`src/sv/hss_pkg.sv`:
```
// ----------------------------------------------------------------------------
// hss_pkg
// Shared types and constants for the Horspool substring search block.
// ----------------------------------------------------------------------------
package hss_pkg;

   localparam int MAX_PATTERN_DEFAULT = 64;
   localparam int MAX_LINE_DEFAULT    = 2048;
   localparam int QUEUE_DEPTH         = 4;
   localparam int POS_W               = 11;
   localparam int STATUS_W            = 2;

   typedef enum logic [STATUS_W-1:0] {
      ST_NO_MATCH  = 2'd0,
      ST_MATCH     = 2'd1,
      ST_PAT_LONG  = 2'd2,
      ST_LINE_LONG = 2'd3
   } status_type;

   typedef struct packed {
      logic       is_text;
      logic [7:0] data;
      logic       last;
   } item_type;

   typedef enum logic [3:0] {
      S_IDLE,
      S_FILL,
      S_WRD,
      S_WWR,
      S_CHK,
      S_CRD,
      S_CCMP,
      S_TRD,
      S_TBL,
      S_SHF,
      S_OUT
   } state_type;

endpackage

```
`src/sv/hss_front.sv`:
```
// ----------------------------------------------------------------------------
// hss_front
// Accepts input transactions, classifies them and queues them for the engine.
// ----------------------------------------------------------------------------
module hss_front (
   input  logic              clock,
   input  logic              reset,
   input  logic              in_valid,
   output logic              in_ready,
   input  logic              in_op,
   input  logic [7:0]        in_data,
   input  logic              in_last,
   output logic              out_valid,
   input  logic              out_pop,
   output hss_pkg::item_type out_item
);

   localparam int QA_W = $clog2(hss_pkg::QUEUE_DEPTH);
   localparam int QC_W = $clog2(hss_pkg::QUEUE_DEPTH + 1);

   hss_pkg::item_type q_ff [hss_pkg::QUEUE_DEPTH];
   logic [QA_W-1:0]   wptr_ff, wptr_in, rptr_ff, rptr_in;
   logic [QC_W-1:0]   cnt_ff, cnt_in;
   logic              push;
   logic              pop;
   hss_pkg::item_type new_item;

   assign in_ready  = (cnt_ff != QC_W'(hss_pkg::QUEUE_DEPTH));
   assign out_valid = (cnt_ff != '0);
   assign push      = in_valid & in_ready;
   assign pop       = out_pop & out_valid;
   assign out_item  = q_ff[rptr_ff];

   always_comb begin
      new_item.is_text = in_op;
      new_item.data    = in_data;
      new_item.last    = in_last;
      wptr_in = push ? wptr_ff + 1'b1 : wptr_ff;
      rptr_in = pop ? rptr_ff + 1'b1 : rptr_ff;
      cnt_in  = cnt_ff + QC_W'(push) - QC_W'(pop);
   end

   always_ff @(posedge clock) begin
      if (reset) begin
         wptr_ff <= '0;
         rptr_ff <= '0;
         cnt_ff  <= '0;
      end else begin
         wptr_ff <= wptr_in;
         rptr_ff <= rptr_in;
         cnt_ff  <= cnt_in;
      end
   end

   always_ff @(posedge clock) begin
      if (push) begin
         q_ff[wptr_ff] <= new_item;
      end
   end

endmodule

```
`config.mk`:
```
export PLATFORM = sky130hd
export DESIGN_NAME = hss_front
export DESIGN_NICKNAME = d
export VERILOG_FILES = /design/src/sv/hss_pkg.sv /design/src/sv/hss_front.sv
export SDC_FILE = /design/constraint.sdc
export NUM_CORES = 1
export LEC_CHECK = 0
export BUFFER_PORTS_ARGS = -buffer_cell sky130_fd_sc_hd__buf_2
export CORE_MARGIN = 3
export CORE_UTILIZATION = 51
export DETAILED_ROUTE_END_ITERATION = 12
export PLACE_DENSITY = 0.77
export SLEW_MARGIN = 20
export SYNTH_ARGS = -nofsm -noshare
export SYNTH_HDL_FRONTEND = slang
export SYNTH_SLANG_ARGS = --single-unit
```
`constraint.sdc`:
```
create_clock -name clock -period 2.5 [get_ports clock]
set_input_delay 0.25 -clock clock [delete_from_list [all_inputs] [get_ports clock]]
set_output_delay 0.25 -clock clock [all_outputs]
set_load 0.03 [all_outputs]
```
==> results of run 1 <==
[cell type report]
type	count	area share
repair buffers	26	0.0601
inverters	5	0.00851
clock inverters	1	0.00227
multi-input cells	44	0.233
clock buffers	7	0.0437
well taps	46	0.0261
flip-flops and latches	49	0.627
[worst paths after layout]
check                               start                       to  cells after the start
setup / recovery     cnt_ff[0]$_SDFF_PP0_     cnt_ff[2]$_SDFF_PP0_                     11
setup reg to reg     cnt_ff[0]$_SDFF_PP0_     cnt_ff[2]$_SDFF_PP0_                     11
hold / removal                 in_data[0]     q_ff[2][1]$_DFFE_PP_                      1
hold reg to reg   wptr_ff[1]$_SDFFE_PP0P_  wptr_ff[1]$_SDFFE_PP0P_                      2
[cell families (layout without fill, tap and decap cells)]
kind of cell | count (synthesis) | after routing | share of synthesized area
DFF | 49 | 49 | 0.715
and+or+nand+nor | 19 | 19 | 0.0537
muxes | 12 | 12 | 0.129
buffers and inverters | 8 | 39 | 0.0201
adders and majority gates | 7 | 7 | 0.0492
AOI/OAI and AO/OA | 3 | 3 | 0.0194
xor gates and xnor gates | 3 | 3 | 0.0136
[power by group]
part / switching (mW) / internal, mW
combinational: 0.459 / 0.314
clock: 0.235 / 0.250
sequential: 0.0846 / 1.02
total: 0.778 / 1.58
[stage by stage]
stage / hold WS (ns) / cell area, sq um / cells / util
2_1_floorplan: 0.349 / 1930 / 101 / -
3_5_place_dp: 0.471 / 2100 / 170 / 0.602
6_report: 0.164 / 2210 / 178 / 0.631
3_3_place_gp: 0.459 / 2100 / 170 / 0.602
4_1_cts: 0.159 / 2200 / 178 / 0.631
5_1_grt: 0.151 / 2210 / 178 / 0.631
[repair_timing]
action	4_1_cts	5_1_grt
endpoints found under the setup margin	0	1
buffers inserted	0	0
resized for setup	0	1
[state kept, by name, indices dropped and copies added, names as in the netlist, named ones only]
name,count
wptr_ff,2
rptr_ff,2
q_ff,40
cnt_ff,3
[worst max-delay path, stage by stage, from the launching register on]
cell,delay [ns]
dfxtp_1,0.42
nor2_2,0.08
a21boi_4,0.23
inv_1,0.07
ha_1,0.28
inv_1,0.05
ha_1,0.12
inv_1,0.05
fa_1,0.40
xor2_1,0.17
and2_2,0.21
nor3_2,0.09
[placed cells by master (no fill, tap or decap)]
| cell type | Yosys | routed |
|---|---|---|
| o31a_2 | 1 | 1 |
| nand2b_1 | 2 | 2 |
| edfxtp_1 | 40 | 40 |
| buf_2 | 0 | 25 |
| nand2_1 | 1 | 1 |
| mux2_4 | 1 | 1 |
| xnor2_1 | 1 | 1 |
| nor3_2 | 1 | 1 |
| xor2_1 | 2 | 2 |
| buf_4 | 0 | 1 |
| dfxtp_1 | 9 | 8 |
| clkinv_2 | 0 | 1 |
| nor2b_1 | 1 | 1 |
| and2_1 | 4 | 4 |
| o311ai_1 | 1 | 1 |
| ha_1 | 6 | 6 |
| inv_1 | 5 | 5 |
| mux4_2 | 10 | 10 |
| nor2_1 | 7 | 7 |
| or3_1 | 1 | 1 |
| fa_1 | 1 | 1 |
| clkbuf_8 | 0 | 7 |
| dfxtp_2 | 0 | 1 |
| mux2i_1 | 1 | 1 |
| nor2_2 | 1 | 1 |
| and2_2 | 1 | 1 |
| a21boi_4 | 1 | 1 |
[metal layers]
layer  wire [microns]  vias to the layer above  track usage
met4               38                        0       0.0532
met3              156                        6       0.0449
met1             1110                      453        0.168
met5                0                        -            0
li1                 -                      441            -
met2             1470                       23        0.237
==> metrics.txt, run 1 <==
gr usage total 0.141; post-synth top area cell edfxtp_1; Initial Utilization 0.553; top-level port count 26; Area contributors post-synth edfxtp_1 (62%), mux4_2 (12%), dfxtp_1 (9.3%); Final setup violation count 0; die footprint approximately 4600 sq um; Yosys warnings 0; clk buf depth 2; # nets final roughly 150; CP Capture Type register; routed via count roughly 920; Setup CP Type reg -> reg; PwrDens 1070 nW/um^2; Netlist cell types 25; worst hold path class in -> reg; ant diodes 0; post-synth top area share 0.621; Synth Flop Type edfxtp_1; initial antenna violation count 0; syn nets 122; flop2flop setup slack ~0.27 ns; largest net degree at the start of global routing 15; Commonest cells post-synth edfxtp_1 (40), mux4_2 (10), dfxtp_1 (9); Pleak 0.802 nW; share of cells above drive strength 1 0.386; Worst EP arrival around 2.5 ns; Fmax achieved about 0.45 GHz; Core Area 3490 sq um; iteration count of the initial detailed-routing pass 4; Final Cycle Share 0.893; row count 21; Mapped Area approximately 1900 sq um; Fill cells 266; number of max-cap violations 0; DRT antenna net count 0; cts hold-fix bufs 0; Final min period approximately 2.2 ns; Synth Instances between 100 and 150; CTS tree yes; max-slew violations 0; DR WL/cell 15.6 microns; clock sinks between 40 and 50; HPWL after detailed placement between 1500 and 2000 microns; Final TNS setup 0 ns; count leader, synth edfxtp_1; #FFs+latches synth 49; status complete, no violations; Layout Area Growth over Synthesis 14.1%; Routed WL 2780 microns; # DRC 0; number of global-route vias before repair around 930; CTS buffer count 5; H-Tree Depth 2; startpoint types register; final setup margin 0.268 ns; Die W ~68 microns; post-place setup slack around 0.17 ns; Initial DRC Count a little over 80; Final Wtd Congestion between 0.7 and 0.8; FF/Latch Area between 1000 and 1500 sq um; routed vias/inst 5.19; Worst-Skew Late Latency 0.29 ns; global route total overflow 0; clock skew roughly 0.0055 ns; register area share after synthesis 0.715; # port buffers 25; worst path required time roughly 2.7 ns; number of enable flip-flop cells after synthesis 40; RSZ-0062 raised after global routing no; Crit Path Max Fanout 7; Async S/R FF share, synth 0; clk slew on worst S/H paths about 0.080 ns; total chip power between 2 and 2.5 mW; worst-margin pin slew between 0.5 and 0.6 ns; Avg Synthesized Cell Area 19.1 sq um; die height 67.6 microns; global-route wire length before repair ~4500 microns; Clock Tree Root clkbuf_8; relative slew slack 0.640; multi-input logic area about 500 sq um; Final Hold Viols 0; worst vdd ir roughly 0.50 mV
(Power assumes the default switching activity.)
==> run 2, diff against run 1 <==
==> constraint.sdc (replaced) <==
create_clock -name clock -period 2.5 [get_ports clock]
set_input_delay 0.375 -clock clock [delete_from_list [all_inputs] [get_ports clock]]
set_output_delay 0.375 -clock clock [all_outputs]
set_load 0.03 [all_outputs]
==> metrics.txt, run 2 (same netlist as run 1, synthesis figures left out) <==
status complete, no violations (unchanged); Crit Path Max Fanout 7 (unchanged); Core Area 3490 sq um (unchanged); # DRC 0 (unchanged); CP max stage delay 0.43 ns (was 0.42 ns); routed via count 937 (was 923); post-place setup slack 0.182 ns (was 0.170 ns); final setup margin 0.265 ns (was 0.268 ns); worst path required time 2.73 ns (was 2.72 ns); clock skew 0.00363 ns (was 0.00546 ns); PwrDens 1060 nW/um^2 (was 1070 nW/um^2); Worst EP arrival 2.46 ns (about the same); number of global-route vias before repair 988 (was 931); Final Non-Filler Cells 177 (was 178); iteration count of the initial detailed-routing pass 4 (unchanged); Crit-path slowest cell dfxtp_1 (unchanged); Die W 67.6 microns (unchanged); CTS buffer count 5 (unchanged); Final Wtd Congestion 0.674 (was 0.719); CP Capture Type register (unchanged); Clock Tree Root clkbuf_8 (unchanged); Setup Fix Bufs, Post-CTS 0 (unchanged); DR WL/cell 16.8 microns (was 15.6 microns); Setup CP Type reg -> reg (unchanged); largest registers q_ff: 40 flops, cnt_ff: 3 flops (unchanged); Critical Path End cnt_ff[2]$_SDFF_PP0_ (unchanged); initial antenna violation count 0 (unchanged); reg2reg path depth 11 (unchanged); hold depth 1 (unchanged); largest net degree at the start of global routing 15 (unchanged); HPWL after detailed placement 2040 microns (was 1930 microns); Worst-Skew Late Latency 0.29 ns (about the same); clk slew on worst S/H paths 0.08 ns (about the same); Fmax achieved 0.447 GHz (was 0.448 GHz); Final Hold Viols 0 (unchanged); Layout Utilization 0.625 (was 0.631); RSZ-0062 raised after global routing no (unchanged); worst hold path class in -> reg (unchanged); most frequent cells in the layout edfxtp_1 (40), buf_2 (25), mux4_2 (10) (unchanged); ant diodes 0 (unchanged); crit-path cells nor2_2 -> a21boi_4 -> inv_1 -> ha_1 -> inv_1 -> ha_1 -> inv_1 -> fa_1 -> xor2_1 -> and2_2 -> nor3_2 (unchanged); Reg-to-Reg Start cnt_ff[0]$_SDFF_PP0_ (unchanged); hold slack final 0.295 ns (was 0.164 ns); routed vias/inst 5.29 (was 5.19); Fill cells 254 (was 266); number of cells on the critical path 11 (unchanged); FF/Latch Area 1380 sq um (unchanged); DRT antenna net count 0 (unchanged); share of cells above drive strength 1 0.374 (was 0.386); CTS tree yes (unchanged); Final setup violation count 0 (unchanged); placed cell area 2100 sq um (unchanged); top-level port count 26 (unchanged); cts hold-fix bufs 0 (unchanged); Final Cycle Share 0.894 (was 0.893); startpoint types register (unchanged); Initial Utilization 0.553 (unchanged); Largest Register q_ff (unchanged); Final TNS setup 0 ns (unchanged); Layout Area Growth over Synthesis 13.0% (was 14.1%); H-Tree Depth 2 (unchanged); Top delay family on crit path adder cells (unchanged); number of max-cap violations 0 (unchanged); Initial DRC Count 60 (was 82); fin area 2180 sq um (was 2210 sq um); most common cell after layout, fill and taps aside edfxtp_1 (unchanged); # nets final 152 (unchanged); WP buf/inv 3 (unchanged); die height 67.6 microns (unchanged); # port buffers 25 (unchanged); most frequent CP cell inv_1 (unchanged); global-route wire length before repair 4740 microns (was 4460 microns); total chip power 2.31 mW (was 2.36 mW); global route total overflow 0 (unchanged); clk buf depth 2 (unchanged); multi-input logic area 513 sq um (unchanged); flop2flop setup slack 0.26 ns (was 0.27 ns); worst-margin pin slew 0.529 ns (was 0.539 ns); die footprint 4570 sq um (unchanged); clock sinks 49 (unchanged); Final min period 2.24 ns (was 2.23 ns); worst vdd ir 0.625 mV (was 0.501 mV); relative slew slack 0.647 (was 0.640); Routed WL 2970 microns (was 2780 microns); row count 21 (unchanged); max-slew violations 0 (unchanged); Critical R2R Capture cnt_ff[2]$_SDFF_PP0_ (unchanged); gr usage total 0.154 (was 0.141); number of flip-flops in the largest register 40 (unchanged); Pleak 0.785 nW (was 0.802 nW); Worst Setup SP cnt_ff[0]$_SDFF_PP0_ (unchanged); placed insts 170 (unchanged)
==> run 2: power breakdown <==
| group | switching (mW) | total (mW) | internal (mW) |
|---|---|---|---|
| Clock | 0.236 | 0.424 | 0.188 |
| Sequential | 0.103 | 1.12 | 1.02 |
| Combinational | 0.447 | 0.763 | 0.315 |
==> run 2: worst min-delay path by stage <==
stage	start	endpoint	slack, ns
CTS	in_data[0]	q_ff[3][1]$_DFFE_PP_	0.28
global placement	wptr_ff[1]$_SDFFE_PP0P_	wptr_ff[1]$_SDFFE_PP0P_	0.49
global route	in_data[0]	q_ff[3][1]$_DFFE_PP_	0.28
finish	in_data[2]	q_ff[0][3]$_DFFE_PP_	0.29
floorplan	in_last	q_ff[0][0]$_DFFE_PP_	0.47
detailed placement	rptr_ff[1]$_SDFFE_PP0P_	register	0.52
==> run 2: layout make-up <==
| cell class | count | area share |
|---|---|---|
| Clock buffer | 5 | 0.0315 |
| Clock inverter | 2 | 0.00515 |
| Inverter | 5 | 0.00859 |
| Multi-Input combinational cell | 44 | 0.235 |
| Sequential cell | 49 | 0.633 |
| Tap cell | 46 | 0.0263 |
| Timing Repair Buffer | 26 | 0.0607 |
==> run 2: repair_timing <==
item	4_1_cts	5_1_grt
hold endpoints to repair	0	0
gates resized for setup	0	1
endpoints found under the setup margin	0	1
==> run 2: layer usage <==
layer / track usage / routed length [microns]
met1: 0.175 / 1150
met2: 0.255 / 1630
met3: 0.0449 / 165
met4: 0.0911 / 25
met5: 0 / 0
==> run 3, diff against run 2 <==
Settings changed: CORE_MARGIN 3 to 2, RECOVER_POWER from default to 25.
==> metrics.txt, run 3 (same netlist as run 1, synthesis figures left out) <==
CP max stage delay 0.46 ns (was 0.43 ns); DRT antenna net count 0 (unchanged); Final Wtd Congestion 0.673 (was 0.674); share of cells above drive strength 1 0.318 (was 0.374); Largest Register q_ff (unchanged); # nets final 152 (unchanged); Final Cycle Share 0.922 (was 0.894); relative slew slack 0.625 (was 0.647); Worst EP arrival 2.54 ns (was 2.46 ns); worst path required time 2.74 ns (was 2.73 ns); cts hold-fix bufs 0 (unchanged); total chip power 2.44 mW (was 2.31 mW); iteration count of the initial detailed-routing pass 4 (unchanged); max-slew violations 0 (unchanged); worst-margin pin slew 0.562 ns (was 0.529 ns); RSZ-0062 raised after global routing no (unchanged); CTS tree yes (unchanged); Initial Utilization 0.528 (was 0.553); Initial DRC Count 61 (was 60); Flop pwr share 0.458 (was 0.486); global-route wire length before repair 4660 microns (was 4740 microns); most frequent cells in the layout edfxtp_1 (40), buf_2 (18), mux4_2 (10) (was edfxtp_1 (40), buf_2 (25), mux4_2 (10)); clk slew on worst S/H paths 0.08 ns (about the same); number of max-cap violations 0 (unchanged); Final Hold Viols 0 (unchanged); post-cts resize count 0 (unchanged); number of global-route vias before repair 960 (was 988); top-level port count 26 (unchanged); Setup Fix Bufs, Post-CTS 0 (unchanged); Core Area 3660 sq um (was 3490 sq um); highest routed layer met4 (unchanged); CTS buffer count 5 (unchanged); number of flip-flops in the largest register 40 (unchanged); most common cell after layout, fill and taps aside edfxtp_1 (unchanged); Comb pwr share 0.318 (was 0.331); Clock Tree Root clkbuf_8 (unchanged); crit-path cells nor2_2 -> a21boi_4 -> inv_1 -> ha_1 -> inv_1 -> ha_1 -> inv_1 -> fa_1 -> xor2_1 -> and2_2 -> nor3_2 (unchanged); M1 WL 1170 microns (was 1150 microns); Worst-Skew Late Latency 0.31 ns (was 0.29 ns); WL met3 164 microns (was 165 microns); Final TNS setup 0 ns (unchanged); status complete, no violations (unchanged); row count 22 (was 21); routed via count 933 (was 937); routed vias/inst 5.18 (was 5.29); startpoint types register (unchanged); Setup CP Type reg -> reg (unchanged); # port buffers 25 (unchanged); H-Tree Depth 2 (unchanged); # DRC 0 (unchanged); clock sinks 49 (unchanged); largest net degree at the start of global routing 16 (was 15); DR WL/cell 15.7 microns (was 16.8 microns); Net Sw Frac 0.328 (was 0.341); clk buf depth 2 (unchanged); Routed WL 2830 microns (was 2970 microns); switching pwr 800 uW (was 786 uW); routed length on met2 1430 microns (was 1630 microns); gr usage total 0.156 (was 0.154); die height 65.6 microns (was 67.6 microns); Clk pwr share 0.224 (was 0.184); Final min period 2.31 ns (was 2.24 ns); Crit-path slowest cell dfxtp_1 (unchanged); global route total overflow 0 (unchanged); ant diodes 0 (unchanged); Crit Path Max Fanout 7 (unchanged); largest registers q_ff: 40 flops, cnt_ff: 3 flops (unchanged); PwrDens 1100 nW/um^2 (was 1060 nW/um^2); CP Capture Type register (unchanged); Die W 65.6 microns (was 67.6 microns); die footprint 4300 sq um (was 4570 sq um); worst hold path class in -> reg (unchanged); most frequent CP cell inv_1 (unchanged); HPWL after detailed placement 1930 microns (was 2040 microns); Fmax achieved 0.434 GHz (was 0.447 GHz); clock skew 0.00709 ns (was 0.00363 ns); Layout Area Growth over Synthesis 14.8% (was 13.0%); Pleak 0.783 nW (was 0.785 nW); worst vdd ir 0.570 mV (was 0.625 mV); initial antenna violation count 0 (unchanged); Int Pwr 1.64 mW (was 1.52 mW); Final setup violation count 0 (unchanged)
## run 3: cell types whose count changed in the layout (fill, tap and decap cells not counted), sizes merged
cell	delta
buf	-7
bufinv	+1
clkbuf	+7
## run 3: path summary, 6_finish.rpt
kind	from	cells after the start	slack [ns]	to
min reg2reg	wptr_ff[1]$_SDFFE_PP0P_	2	0.52	wptr_ff[1]$_SDFFE_PP0P_
min	in_data[4]	1	0.29	q_ff[2][5]$_DFFE_PP_
max reg2reg	cnt_ff[1]$_SDFF_PP0_	11	0.19	cnt_ff[2]$_SDFF_PP0_
max	cnt_ff[1]$_SDFF_PP0_	11	0.19	cnt_ff[2]$_SDFF_PP0_
## run 3: critical path, delay by kind of cell, from the launching register on
kind	cells	cell delay, ns
and+or+nand+nor	3	0.40
DFF	1	0.46
AOI/OAI and AO/OA	1	0.24
buffers and inverters	3	0.18
xor gates and xnor gates	1	0.16
adders and majority gates	3	0.80
## run 3: metal layers
metal  GRT usage  vias up
met5           0        -
met4      0.0703        0
met3      0.0599        7
met2       0.259       19
met1       0.181      466
li1            -      441
## run 3: per-stage QoR
stage / hold WS, ns / instances / setup slack [ns] / utilization / instance area (sq um)
finish: 0.287 / 180 / 0.194 / 0.606 / 2220
global placement: 0.495 / 172 / 0.282 / 0.579 / 2120
global route: 0.291 / 180 / 0.0271 / 0.606 / 2220
floorplan: 0.474 / 101 / 0.337 / - / 1930
detailed placement: 0.514 / 172 / 0.184 / 0.579 / 2120
CTS: 0.268 / 180 / 0.177 / 0.609 / 2230
## run 3: cell type report
type                            instances  area, sq um
Fill cell                             270         1440
Sequential cell                        49         1380
Multi-Input combinational cell         44          513
Timing Repair Buffer                   26          136
Clock buffer                            5         68.8
Tap cell                               48         60.1
Clock inverter                          3         41.3
Inverter                                5         18.8
## run 3: power by group through the flow
stage,combinational (mW),sequential [mW],clock [mW]
after detailed placement,0.788,1.14,0
after global placement,0.771,1.13,0
final,0.775,1.12,0.547
after global routing,0.844,1.14,0.589
after CTS,0.788,1.12,0.559
after floorplan,0.629,1.09,0
